--- config.mk ---
export PLATFORM = sky130hd
export DESIGN_NAME = lottery_process_scheduler_top
export DESIGN_NICKNAME = d
export VERILOG_FILES = /design/src/hw/rtl/lps_pkg.sv /design/src/hw/rtl/lottery_process_scheduler_top.sv
export SDC_FILE = /design/constraint.sdc
export NUM_CORES = 2
export LEC_CHECK = 0
export CORE_MARGIN = 1
export CORE_UTILIZATION = 60
export CTS_CLUSTER_DIAMETER = 80
export DETAILED_ROUTE_END_ITERATION = 7
export DONT_BUFFER_PORTS = 1
export PLACE_DENSITY = 0.76
export SLEW_MARGIN = 20
export SYNTH_ARGS = -nofsm -noshare
export SYNTH_HDL_FRONTEND = slang
export SYNTH_SLANG_ARGS = --single-unit
--- constraint.sdc ---
create_clock -name clk_i -period 8.64 [get_ports clk_i]
set_input_delay 0.432 -clock clk_i [delete_from_list [all_inputs] [get_ports clk_i]]
set_output_delay 0.432 -clock clk_i [all_outputs]
set_load 0.005 [all_outputs]
--- src/hw/rtl/lps_pkg.sv ---
// Shared types and constants of the lottery process scheduler.
`default_nettype none
package lps_pkg;
  localparam int SlotsDefault = 64;
  localparam int RndW         = 32;
  localparam int InW          = 72;
  localparam int OutW         = 48;

  localparam logic [2:0] ACT_START   = 3'd0;
  localparam logic [2:0] ACT_STOP    = 3'd1;
  localparam logic [2:0] ACT_QUANTUM = 3'd2;
  localparam logic [2:0] ACT_NICE    = 3'd3;
  localparam logic [2:0] ACT_BALANCE = 3'd4;

  localparam logic [1:0] ST_OK      = 2'd0;
  localparam logic [1:0] ST_BADSLOT = 2'd1;
  localparam logic [1:0] ST_INVALID = 2'd2;

  localparam logic [3:0] Q_LOSER  = 4'd15;
  localparam logic [3:0] Q_WINNER = 4'd14;
  localparam logic [3:0] Q_BLOCK  = 4'd13;
  localparam logic [3:0] Q_FLOOR  = 4'd12;

  localparam logic [11:0] START_TICKETS = 12'd20;
  localparam logic [11:0] TICKET_MAX    = 12'd4095;
  localparam int          NiceLimit     = 100;
  localparam int          NiceBias      = 20;
  localparam int          PrioLevels    = 16;

  typedef struct packed {
    logic [15:0] wins;
    logic [15:0] slice;
    logic [11:0] tickets;
    logic [3:0]  max_prio;
    logic [3:0]  prio;
  } slot_entry_t;

  typedef enum logic [3:0] {
    S_IDLE,
    S_DEC,
    S_START_WR,
    S_RMW_WR,
    S_BAL,
    S_DRAW1,
    S_DIV,
    S_DRAW2,
    S_REP_RD,
    S_REP
  } state_e;
endpackage
`default_nettype wire

--- src/hw/rtl/lottery_process_scheduler_top.sv ---
// Lottery process scheduler: slot table in memory with a sequencer for actions and draws.
//
// Usage: one request transaction enters on the s_axis channel (tdata holds action, slot,
// parent slot, inherit, level, quantum and the random value) and exactly one result
// transaction leaves on the m_axis channel (status, winner flag, winner slot and the
// addressed slot's priority, tickets and time slice).
// Slot records live in one synchronous memory (one read and one write port, read data
// registered); use flags are flip-flops cleared at reset, so the block is ready right
// after reset with every slot free.
// Each pass over the table runs through the memory read port, and the modulo of the random
// value by the loser ticket total runs one bit per cycle. A draw pass ends early once the
// winner is found.
// The block works on one request at a time; a new request is taken as soon as the
// previous result sits in the output register, even if the receiver has not taken it.
// When the receiver stalls, the result holds in the output register and a following
// request waits in its final stage until the register frees up.
`default_nettype none
module lottery_process_scheduler_top #(
  parameter int SLOTS = lps_pkg::SlotsDefault
) (
  input  wire                      clk_i,
  input  wire                      rst_ni,
  input  wire                      s_axis_tvalid_i,
  output logic                     s_axis_tready_o,
  // action[2:0], slot[8:3], parent_slot[14:9], inherit[15], level[23:16],
  // quantum[39:24], random_value[71:40]
  input  wire  [lps_pkg::InW-1:0]  s_axis_tdata_i,
  output logic                     m_axis_tvalid_o,
  input  wire                      m_axis_tready_i,
  // status[1:0], winner_valid[2], winner_slot[8:3], slot_priority[12:9],
  // slot_tickets[24:13], slot_time_slice[40:25], zero fill[47:41]
  output logic [lps_pkg::OutW-1:0] m_axis_tdata_o
);
  localparam int IW = $clog2(SLOTS);
  localparam int CW = IW + 1;
  localparam int SW = $clog2(SLOTS * 4095 + 1);
  localparam int DCW = $clog2(lps_pkg::RndW);

  // Request fields
  logic [2:0]             act_q;
  logic [5:0]             slot_q, par_q;
  logic                   inh_q;
  logic signed [7:0]      lvl_q;
  logic [15:0]            quant_q;
  logic [lps_pkg::RndW-1:0] rnd_q, rnd_d;

  lps_pkg::state_e state_q, state_d;

  // Slot table
  lps_pkg::slot_entry_t mem [SLOTS];
  lps_pkg::slot_entry_t rd_q, mem_wdata;
  logic                 mem_we;
  logic [IW-1:0]        mem_waddr, mem_raddr;
  logic [SLOTS-1:0]     use_q, use_d;

  // Sweep and draw
  logic [CW-1:0] idx_q, idx_d;
  logic [IW-1:0] pidx_q, pidx_d;
  logic          pv_q, pv_d;
  logic          any_win_q, any_win_d;
  logic [SW-1:0] total_q, total_d, sum_q, sum_d, rem_q, rem_d;
  logic [SW:0]   target_q, target_d;
  logic [DCW-1:0] dcnt_q, dcnt_d;

  // Result
  logic [1:0]    status_q, status_d;
  logic          wv_q, wv_d;
  logic [5:0]    ws_q, ws_d;
  logic          out_v_q, out_v_d;
  logic [40:0]   out_q, out_d;

  logic [IW-1:0] s_idx, p_idx;
  logic          ok_slot, p_ok, s_used, lvl_ok, nice_ok;
  logic [1:0]    dec_status;
  logic          pu, sweep_done, d2_hit, s_accept, out_free;
  logic [SW-1:0] sum_n;
  logic [SW:0]   div_sh;
  logic [SW-1:0] rem_n;
  logic [11:0]   tk2;
  logic [3:0]    q_prio;

  assign s_accept = s_axis_tvalid_i && s_axis_tready_o;
  assign s_axis_tready_o = (state_q == lps_pkg::S_IDLE);
  assign m_axis_tvalid_o = out_v_q;
  assign m_axis_tdata_o  = {7'd0, out_q};
  assign out_free = !out_v_q || m_axis_tready_i;

  assign s_idx   = IW'(slot_q);
  assign p_idx   = IW'(par_q);
  assign ok_slot = {26'd0, slot_q} < 32'(SLOTS);
  assign p_ok    = ({26'd0, par_q} < 32'(SLOTS)) && use_q[p_idx];
  assign s_used  = use_q[s_idx];
  assign lvl_ok  = (lvl_q >= 8'sd0) && (lvl_q < 8'(lps_pkg::PrioLevels));
  assign nice_ok = (lvl_q >= -8'(lps_pkg::NiceBias))
                && (lvl_q < 8'(lps_pkg::NiceLimit - lps_pkg::NiceBias));

  assign pu         = use_q[pidx_q];
  assign sweep_done = (idx_q == CW'(SLOTS)) && !pv_q;
  assign sum_n      = sum_q + SW'(rd_q.tickets);
  assign d2_hit     = pv_q && pu && (rd_q.prio == lps_pkg::Q_LOSER)
                   && (target_q <= {1'b0, sum_n});
  assign div_sh     = {rem_q, rnd_q[lps_pkg::RndW-1]};
  assign rem_n      = (div_sh >= {1'b0, total_q}) ? SW'(div_sh - {1'b0, total_q})
                                                  : SW'(div_sh);
  assign tk2        = rd_q.tickets[11] ? lps_pkg::TICKET_MAX : {rd_q.tickets[10:0], 1'b0};

  // Decode the request into a status
  always_comb begin
    dec_status = lps_pkg::ST_OK;
    if (act_q > lps_pkg::ACT_BALANCE) begin
      dec_status = lps_pkg::ST_INVALID;
    end else if (!ok_slot) begin
      dec_status = lps_pkg::ST_BADSLOT;
    end else if (act_q == lps_pkg::ACT_START) begin
      if (s_used) dec_status = lps_pkg::ST_BADSLOT;
      else if (!lvl_ok) dec_status = lps_pkg::ST_INVALID;
      else if (inh_q && !p_ok) dec_status = lps_pkg::ST_BADSLOT;
    end else if (act_q == lps_pkg::ACT_BALANCE) begin
      dec_status = lps_pkg::ST_OK;
    end else if (!s_used) begin
      dec_status = lps_pkg::ST_BADSLOT;
    end else if (act_q == lps_pkg::ACT_NICE && !nice_ok) begin
      dec_status = lps_pkg::ST_INVALID;
    end
  end

  // Quantum expiry: winners and blocked slots rejoin the losers, low queues drop one level
  always_comb begin
    q_prio = rd_q.prio;
    if (rd_q.prio == lps_pkg::Q_WINNER || rd_q.prio == lps_pkg::Q_BLOCK) q_prio = lps_pkg::Q_LOSER;
    if (q_prio < lps_pkg::Q_FLOOR) q_prio = q_prio + 4'd1;
  end

  // Next state
  always_comb begin
    state_d = state_q;
    case (state_q)
      lps_pkg::S_IDLE: if (s_accept) state_d = lps_pkg::S_DEC;
      lps_pkg::S_DEC: begin
        if (dec_status != lps_pkg::ST_OK) begin
          state_d = lps_pkg::S_REP_RD;
        end else begin
          case (act_q)
            lps_pkg::ACT_START:   state_d = lps_pkg::S_START_WR;
            lps_pkg::ACT_QUANTUM,
            lps_pkg::ACT_NICE:    state_d = lps_pkg::S_RMW_WR;
            lps_pkg::ACT_BALANCE: state_d = lps_pkg::S_BAL;
            default:              state_d = lps_pkg::S_REP_RD;
          endcase
        end
      end
      lps_pkg::S_START_WR: state_d = lps_pkg::S_REP_RD;
      lps_pkg::S_RMW_WR:
        state_d = (act_q == lps_pkg::ACT_QUANTUM) ? lps_pkg::S_DRAW1 : lps_pkg::S_REP_RD;
      lps_pkg::S_BAL: if (sweep_done) state_d = any_win_q ? lps_pkg::S_REP_RD : lps_pkg::S_DRAW1;
      lps_pkg::S_DRAW1: if (sweep_done) state_d = (total_q == '0) ? lps_pkg::S_DRAW2
                                                                   : lps_pkg::S_DIV;
      lps_pkg::S_DIV: if (dcnt_q == DCW'(lps_pkg::RndW - 1)) state_d = lps_pkg::S_DRAW2;
      lps_pkg::S_DRAW2: if (d2_hit || sweep_done) state_d = lps_pkg::S_REP_RD;
      lps_pkg::S_REP_RD: state_d = lps_pkg::S_REP;
      lps_pkg::S_REP: if (out_free) state_d = lps_pkg::S_IDLE;
      default: state_d = lps_pkg::S_IDLE;
    endcase
  end

  // Datapath and memory control
  always_comb begin
    use_d     = use_q;
    idx_d     = idx_q;
    pidx_d    = pidx_q;
    pv_d      = 1'b0;
    any_win_d = any_win_q;
    total_d   = total_q;
    sum_d     = sum_q;
    rem_d     = rem_q;
    target_d  = target_q;
    dcnt_d    = dcnt_q;
    rnd_d     = rnd_q;
    status_d  = status_q;
    wv_d      = wv_q;
    ws_d      = ws_q;
    out_d     = out_q;
    out_v_d   = out_v_q && !m_axis_tready_i;
    mem_we    = 1'b0;
    mem_waddr = pidx_q;
    mem_wdata = rd_q;
    mem_raddr = s_idx;
    if (s_accept) rnd_d = s_axis_tdata_i[71:40];
    case (state_q)
      lps_pkg::S_DEC: begin
        status_d  = dec_status;
        wv_d      = 1'b0;
        ws_d      = '0;
        idx_d     = '0;
        any_win_d = 1'b0;
        total_d   = '0;
        if (act_q == lps_pkg::ACT_START) mem_raddr = p_idx;
        if (dec_status == lps_pkg::ST_OK && act_q == lps_pkg::ACT_STOP) use_d[s_idx] = 1'b0;
      end
      lps_pkg::S_START_WR: begin
        mem_we            = 1'b1;
        mem_waddr         = s_idx;
        mem_wdata.prio    = lps_pkg::Q_LOSER;
        mem_wdata.max_prio = lvl_q[3:0];
        mem_wdata.tickets = lps_pkg::START_TICKETS;
        mem_wdata.wins    = '0;
        mem_wdata.slice   = inh_q ? rd_q.slice : quant_q;
        use_d[s_idx]      = 1'b1;
      end
      lps_pkg::S_RMW_WR: begin
        mem_we    = 1'b1;
        mem_waddr = s_idx;
        if (act_q == lps_pkg::ACT_QUANTUM) begin
          mem_wdata.prio = q_prio;
          if (rd_q.prio == lps_pkg::Q_WINNER || rd_q.prio == lps_pkg::Q_BLOCK)
            mem_wdata.tickets = {1'b0, rd_q.tickets[11:1]};
        end else begin
          mem_wdata.tickets = 12'(lvl_q + 8'(lps_pkg::NiceBias));
        end
      end
      lps_pkg::S_BAL, lps_pkg::S_DRAW1, lps_pkg::S_DRAW2: begin
        // Read one slot ahead while the previous one is processed
        mem_raddr = idx_q[IW-1:0];
        if (idx_q != CW'(SLOTS)) begin
          pidx_d = idx_q[IW-1:0];
          pv_d   = 1'b1;
          idx_d  = idx_q + CW'(1);
        end
        if (state_q == lps_pkg::S_BAL && pv_q && pu) begin
          if (rd_q.prio == lps_pkg::Q_WINNER) any_win_d = 1'b1;
          if (rd_q.prio > rd_q.max_prio && rd_q.prio < lps_pkg::Q_BLOCK) begin
            mem_we         = 1'b1;
            mem_wdata.prio = rd_q.prio - 4'd1;
          end
        end
        if (state_q == lps_pkg::S_DRAW1 && pv_q && pu) begin
          if (rd_q.prio == lps_pkg::Q_LOSER) total_d = total_q + SW'(rd_q.tickets);
          if (rd_q.prio == lps_pkg::Q_WINNER) begin
            mem_we            = 1'b1;
            mem_wdata.prio    = lps_pkg::Q_BLOCK;
            mem_wdata.tickets = tk2;
          end
        end
        if (state_q == lps_pkg::S_DRAW2 && pv_q && pu && rd_q.prio == lps_pkg::Q_LOSER) begin
          sum_d = sum_n;
          if (d2_hit) begin
            mem_we         = 1'b1;
            mem_wdata.prio = lps_pkg::Q_WINNER;
            mem_wdata.wins = rd_q.wins + 16'd1;
            wv_d           = 1'b1;
            ws_d           = 6'(pidx_q);
          end
        end
        if (state_q == lps_pkg::S_BAL && sweep_done) begin
          idx_d   = '0;
          total_d = '0;
        end
        if (state_q == lps_pkg::S_DRAW1 && sweep_done) begin
          idx_d    = '0;
          sum_d    = '0;
          rem_d    = '0;
          dcnt_d   = '0;
          target_d = '0;
        end
      end
      lps_pkg::S_DIV: begin
        rem_d  = rem_n;
        rnd_d  = {rnd_q[lps_pkg::RndW-2:0], 1'b0};
        dcnt_d = dcnt_q + DCW'(1);
        if (dcnt_q == DCW'(lps_pkg::RndW - 1)) target_d = {1'b0, rem_n} + (SW+1)'(1);
      end
      lps_pkg::S_REP: begin
        if (out_free) begin
          out_v_d = 1'b1;
          if (ok_slot && s_used) out_d = {rd_q.slice, rd_q.tickets, rd_q.prio, ws_q, wv_q, status_q};
          else                   out_d = {16'd0, 12'd0, 4'd0, ws_q, wv_q, status_q};
        end
      end
      default: ;
    endcase
  end

  always_ff @(posedge clk_i or negedge rst_ni) begin
    if (!rst_ni) begin
      state_q <= lps_pkg::S_IDLE;
      use_q   <= '0;
      out_v_q <= 1'b0;
      pv_q    <= 1'b0;
    end else begin
      state_q <= state_d;
      use_q   <= use_d;
      out_v_q <= out_v_d;
      pv_q    <= pv_d;
    end
  end

  always_ff @(posedge clk_i) begin
    if (s_accept) begin
      act_q   <= s_axis_tdata_i[2:0];
      slot_q  <= s_axis_tdata_i[8:3];
      par_q   <= s_axis_tdata_i[14:9];
      inh_q   <= s_axis_tdata_i[15];
      lvl_q   <= s_axis_tdata_i[23:16];
      quant_q <= s_axis_tdata_i[39:24];
    end
    rnd_q     <= rnd_d;
    idx_q     <= idx_d;
    pidx_q    <= pidx_d;
    any_win_q <= any_win_d;
    total_q   <= total_d;
    sum_q     <= sum_d;
    rem_q     <= rem_d;
    target_q  <= target_d;
    dcnt_q    <= dcnt_d;
    status_q  <= status_d;
    wv_q      <= wv_d;
    ws_q      <= ws_d;
    out_q     <= out_d;
  end

  // Slot table memory
  always_ff @(posedge clk_i) begin
    if (mem_we) mem[mem_waddr] <= mem_wdata;
    rd_q <= mem[mem_raddr];
  end

  a_no_write_idle: assert property (@(posedge clk_i) disable iff (!rst_ni)
    state_q == lps_pkg::S_IDLE |-> !mem_we) else $error("table write while idle");
  a_target_range: assert property (@(posedge clk_i) disable iff (!rst_ni)
    (state_q == lps_pkg::S_DRAW2 && total_q != '0) |-> (target_q <= {1'b0, total_q}))
    else $error("draw target above ticket total");
  a_accept_leaves: assert property (@(posedge clk_i) disable iff (!rst_ni)
    s_accept |=> state_q == lps_pkg::S_DEC) else $error("accepted request not decoded");
  a_win_action: assert property (@(posedge clk_i) disable iff (!rst_ni)
    (state_q == lps_pkg::S_REP && wv_q) |->
      (act_q == lps_pkg::ACT_QUANTUM || act_q == lps_pkg::ACT_BALANCE))
    else $error("winner without draw");
endmodule
`default_nettype wire
==> metrics.csv <==
stage;metric;value;unit
route;top layer in use;met5;
route;DRT iter0 DRCs;11160;
global_routing;largest net degree at the start of global routing;189;
logic_synthesis;Mapped Cells;8274;
logic_synthesis;Yosys top cell by area;edfxtp_1;
route;router iterations before antenna repair;8;
route;drt wl/cell;27.72;um
sta;Hold Slack;95.95;ps
sta;Worst slew margin;0.1689;
die;Starting Density;0.6039;
placed_design;Buffers on Ports;0;
sta;max-slew violations;0;
global_routing;vias in the first global route;68030;
clock_tree;Worst-path clk slew;60;ps
cells_and_area;Nets;8424;
placed_design;Placer Congestion;0.9295;
worst_setup_path;WP data required;9220;ps
worst_setup_path;CP Capture Type;flip-flop;
clock_tree;H-tree Lvls;5;
worst_setup_path;max incr delay on CP;750;ps
die;Core ar.;180700;um2
die;DIE HEIGHT;428.5;um
die;Die X;428.5;um
placed_design;post-detail-place hpwl;175.8;mm
sta;RSZ-0062 raised after global routing;false;
route;Met2 Wirelength;132.6;mm
logic_synthesis;register bit total from synthesis;2624;
worst_setup_path;Bufs and invs on worst path;1;
route;via count;71940;
cells_and_area;area grow syn2layout;11.52;%
clock_tree;clk buf depth;4;
worst_setup_path;CP Max Fanout;25;
power_and_ir_drop;leakage;0.04246;uW
sta;FMAX;141.9;MHz
worst_setup_path;Crit Path Class;flip-flop to flip-flop;
clock_tree;Post-CTS Setup Bufs;0;
clock_tree;CTS tree;built;
sta;final setup fails;0;
min_path;class of the worst hold path;input pin to asynchronous set/reset pin;
global_routing;first-pass GRT wire length;440.3;mm
die;num ports;126;
worst_setup_path;crit-path leading delay family;compound AO/OA/AOI/OAI gates;
route;Residual DRC;0;
logic_synthesis;synthesized area;109200;um2
job;maxcap violations;0;
worst_setup_path;Worst Setup Start Kind;flip-flop;
die;die area;183600;um2
logic_synthesis;sequential share of the synthesized area;0.7152;
sta;crit share post-route;0.8158;
logic_synthesis;ranking of synthesized cells by area;edfxtp_1, nand2_1, nand3_1;
route;Routed Antenna Nets;0;
sta;worst slew pin tran;1247;ps
logic_synthesis;Post-synth EDFFs;2517;
clock_tree;Clock Tree Root;clkbuf_16;
logic_synthesis;Synth top area share;0.6924;
worst_setup_path;critical path, cell by cell;ha_1 -> a21o_1 -> a21oi_1 -> o21ai_0 -> a2111oi_0 -> o31ai_1 -> a21oi_1 -> nor4b_1 -> xnor2_1 -> ha_1 -> nand4b_1 -> nor2_1 -> nand4_1 -> or3_1 -> o211ai_1 -> nand4_1 -> nor2b_1 -> o32a_1 -> nor2_4 -> buf_4;
clock_tree;Clock Sinks;2624;
route;M1 WL;113.9;mm
logic_synthesis;Top FF cell, synth;edfxtp_1;
route;via/cell ratio;6.638;
die;row count;156;
run_status;status;complete, no violations;
clock_tree;CTS Buf Count;275;
cells_and_area;share of cells above drive strength 1;0.09477;
sta;Post-Route Setup TNS;0;ps
power_and_ir_drop;Pwr Density;400.9;nW/um2
cells_and_area;Fill cells;12110;
worst_setup_path;Critical Path AT;7630;ps
route;Routed WL;300.5;mm
sta;Final Critical Period;7049;ps
global_routing;GR Overflow Total;0;
cells_and_area;Final Util;0.6735;
sta;Fin. Hold Viols;0;
cells_and_area;Final Non-Filler Cells;10840;
global_routing;initial antenna violation count;4;
placed_design;Inst Count DP;10280;
global_routing;Total GRT Usage;0.3223;
worst_setup_path;Slowest-stage cell, CP;nor2_4;
clock_tree;Clock Latency Late Sink;930;ps
logic_synthesis;Syn Area/Cell;13.19;um2
logic_synthesis;Yosys warnings;0;
sta;Worst Skew;57.51;ps
logic_synthesis;Async S/R FF share, synth;0.02668;
power_and_ir_drop;Max rail drop VDD;420.5;uV
logic_synthesis;Yosys cell types;79;
route;WL met3;39.99;mm
==> final timing paths <==
check                              startpoint                    endpoint  slack [ps]  cells after the start
hold / removal                         rst_ni  asynchronous set/reset pin         100                      2
min in group clk_i         s_axis_tdata_i[34]                 quant_q[10]         150                      1
hold reg to reg                       ws_q[4]                    out_q[7]         420                      0
setup reg to reg                     sum_q[1]                 mem[30][13]        1590                     20
setup / recovery                     sum_q[1]                 mem[30][13]        1590                     20
max in group asynchronous              rst_ni  asynchronous set/reset pin        8230                      2
==> power breakdown <==
group | leakage [uW] | internal, uW | switching, uW
Clock | 0.00408 | 6500 | 4720
Sequential | 0.0241 | 16300 | 437
Combinational | 0.0142 | 5370 | 15500
==> logic make-up (layout without fill, tap and decap cells) <==
group                    count (synthesis)  in the layout  share of synthesized area
multiplexers                           322            322                    0.03526
other                                    1             12                 0.00003435
XOR/XNOR                                52             52                   0.004172
flip-flops                            2624           2624                     0.7152
adder cells (fa/ha/maj)                 79             79                   0.009261
AO/OA/AOI/OAI                          942            942                    0.06717
buffers and inverters                  621            804                    0.02352
AND/OR/NAND/NOR                       3633           3633                     0.1453
==> flip-flops by register name (all words and copies together) (netlist names), 6 cells and up, named ones only <==
register,flops
sum_q,18
rnd_q,32
s_idx,6
total_q,18
p_idx,6
quant_q,16
pidx_q,6
ws_q,6
rd_q,36
rem_q,18
mem,2304
lvl_q,8
idx_q,7
out_q,41
target_q,19
==> final cells by class <==
class | count | area (um2) | share of cell area
diodes | 5 | 12.51 | 0.0001028
well taps | 2370 | 2965 | 0.02436
repair buffers | 265 | 2530 | 0.02078
multi-input cells | 5035 | 29540 | 0.2427
inverters | 68 | 255.2 | 0.002097
flip-flops and latches | 2624 | 78070 | 0.6414
clock buffers | 347 | 7340 | 0.06029
clock inverters | 124 | 1011 | 0.008305
==> what timing repair did <==
item | in CTS | in global routing
gates resized for setup | 0 | 0
hold buffers | 76 | 0
endpoints found under the hold margin | 167 | 0
==> routing by layer <==
layer | global-route usage | up-vias
met4 | 0.1373 | 2
met1 | 0.4692 | 35300
li1 | - | 30920
met5 | 0.001821 | -
met3 | 0.07559 | 649
met2 | 0.4690 | 5074
==> cells in the final DEF (no fill, tap or decap), types with 74 or more instances in the layout <==
cell type,instances
a21oi_1,96
a31oi_1,262
a32oi_1,74
and3_1,245
buf_4,164
clkbuf_16,281
dlygate4sd3_1,75
edfxtp_1,2517
ha_1,76
mux2i_1,244
nand2_1,2113
nand3_1,826
nor2_1,141
==> through the flow <==
step / setup slack, ps / area [um2] / total power (uW)
after global placement: 1614 / 112400 / 36520
after floorplan: 2491 / 109200 / 28830
after global routing: 1294 / 121700 / 50190
after CTS: 1563 / 121600 / 48120
final: 1591 / 121700 / 48800
after detailed placement: 1663 / 112400 / 36930
==> cell usage after synthesis (all sizes together), types with 7 or more instances <==
cell type / n
a21o: 15
o211ai: 12
a32oi: 78
and3: 245
mux2i: 245
o31ai: 7
a31oi: 263
o22ai: 39
o32ai: 10
a21oi: 99
buf: 165
nand3b: 12
a221o: 38
nor2b: 47
mux2: 30
dfxtp: 37
o21a: 13
nand2: 2123
a32o: 72
clkbuf: 388
xor2: 24
or2: 8
or3: 13
xnor2: 28
dfrtp: 70
a221oi: 77
a211oi: 9
ha: 76
nor4: 18
nor3b: 11
a22o: 34
nand3: 826
and2: 13
edfxtp: 2517
nor3: 54
inv: 68
nand4: 17
nand2b: 16
nor2: 215
mux4: 47
a41oi: 63
o21ai: 62
Power figures use the tool's default switching activity.
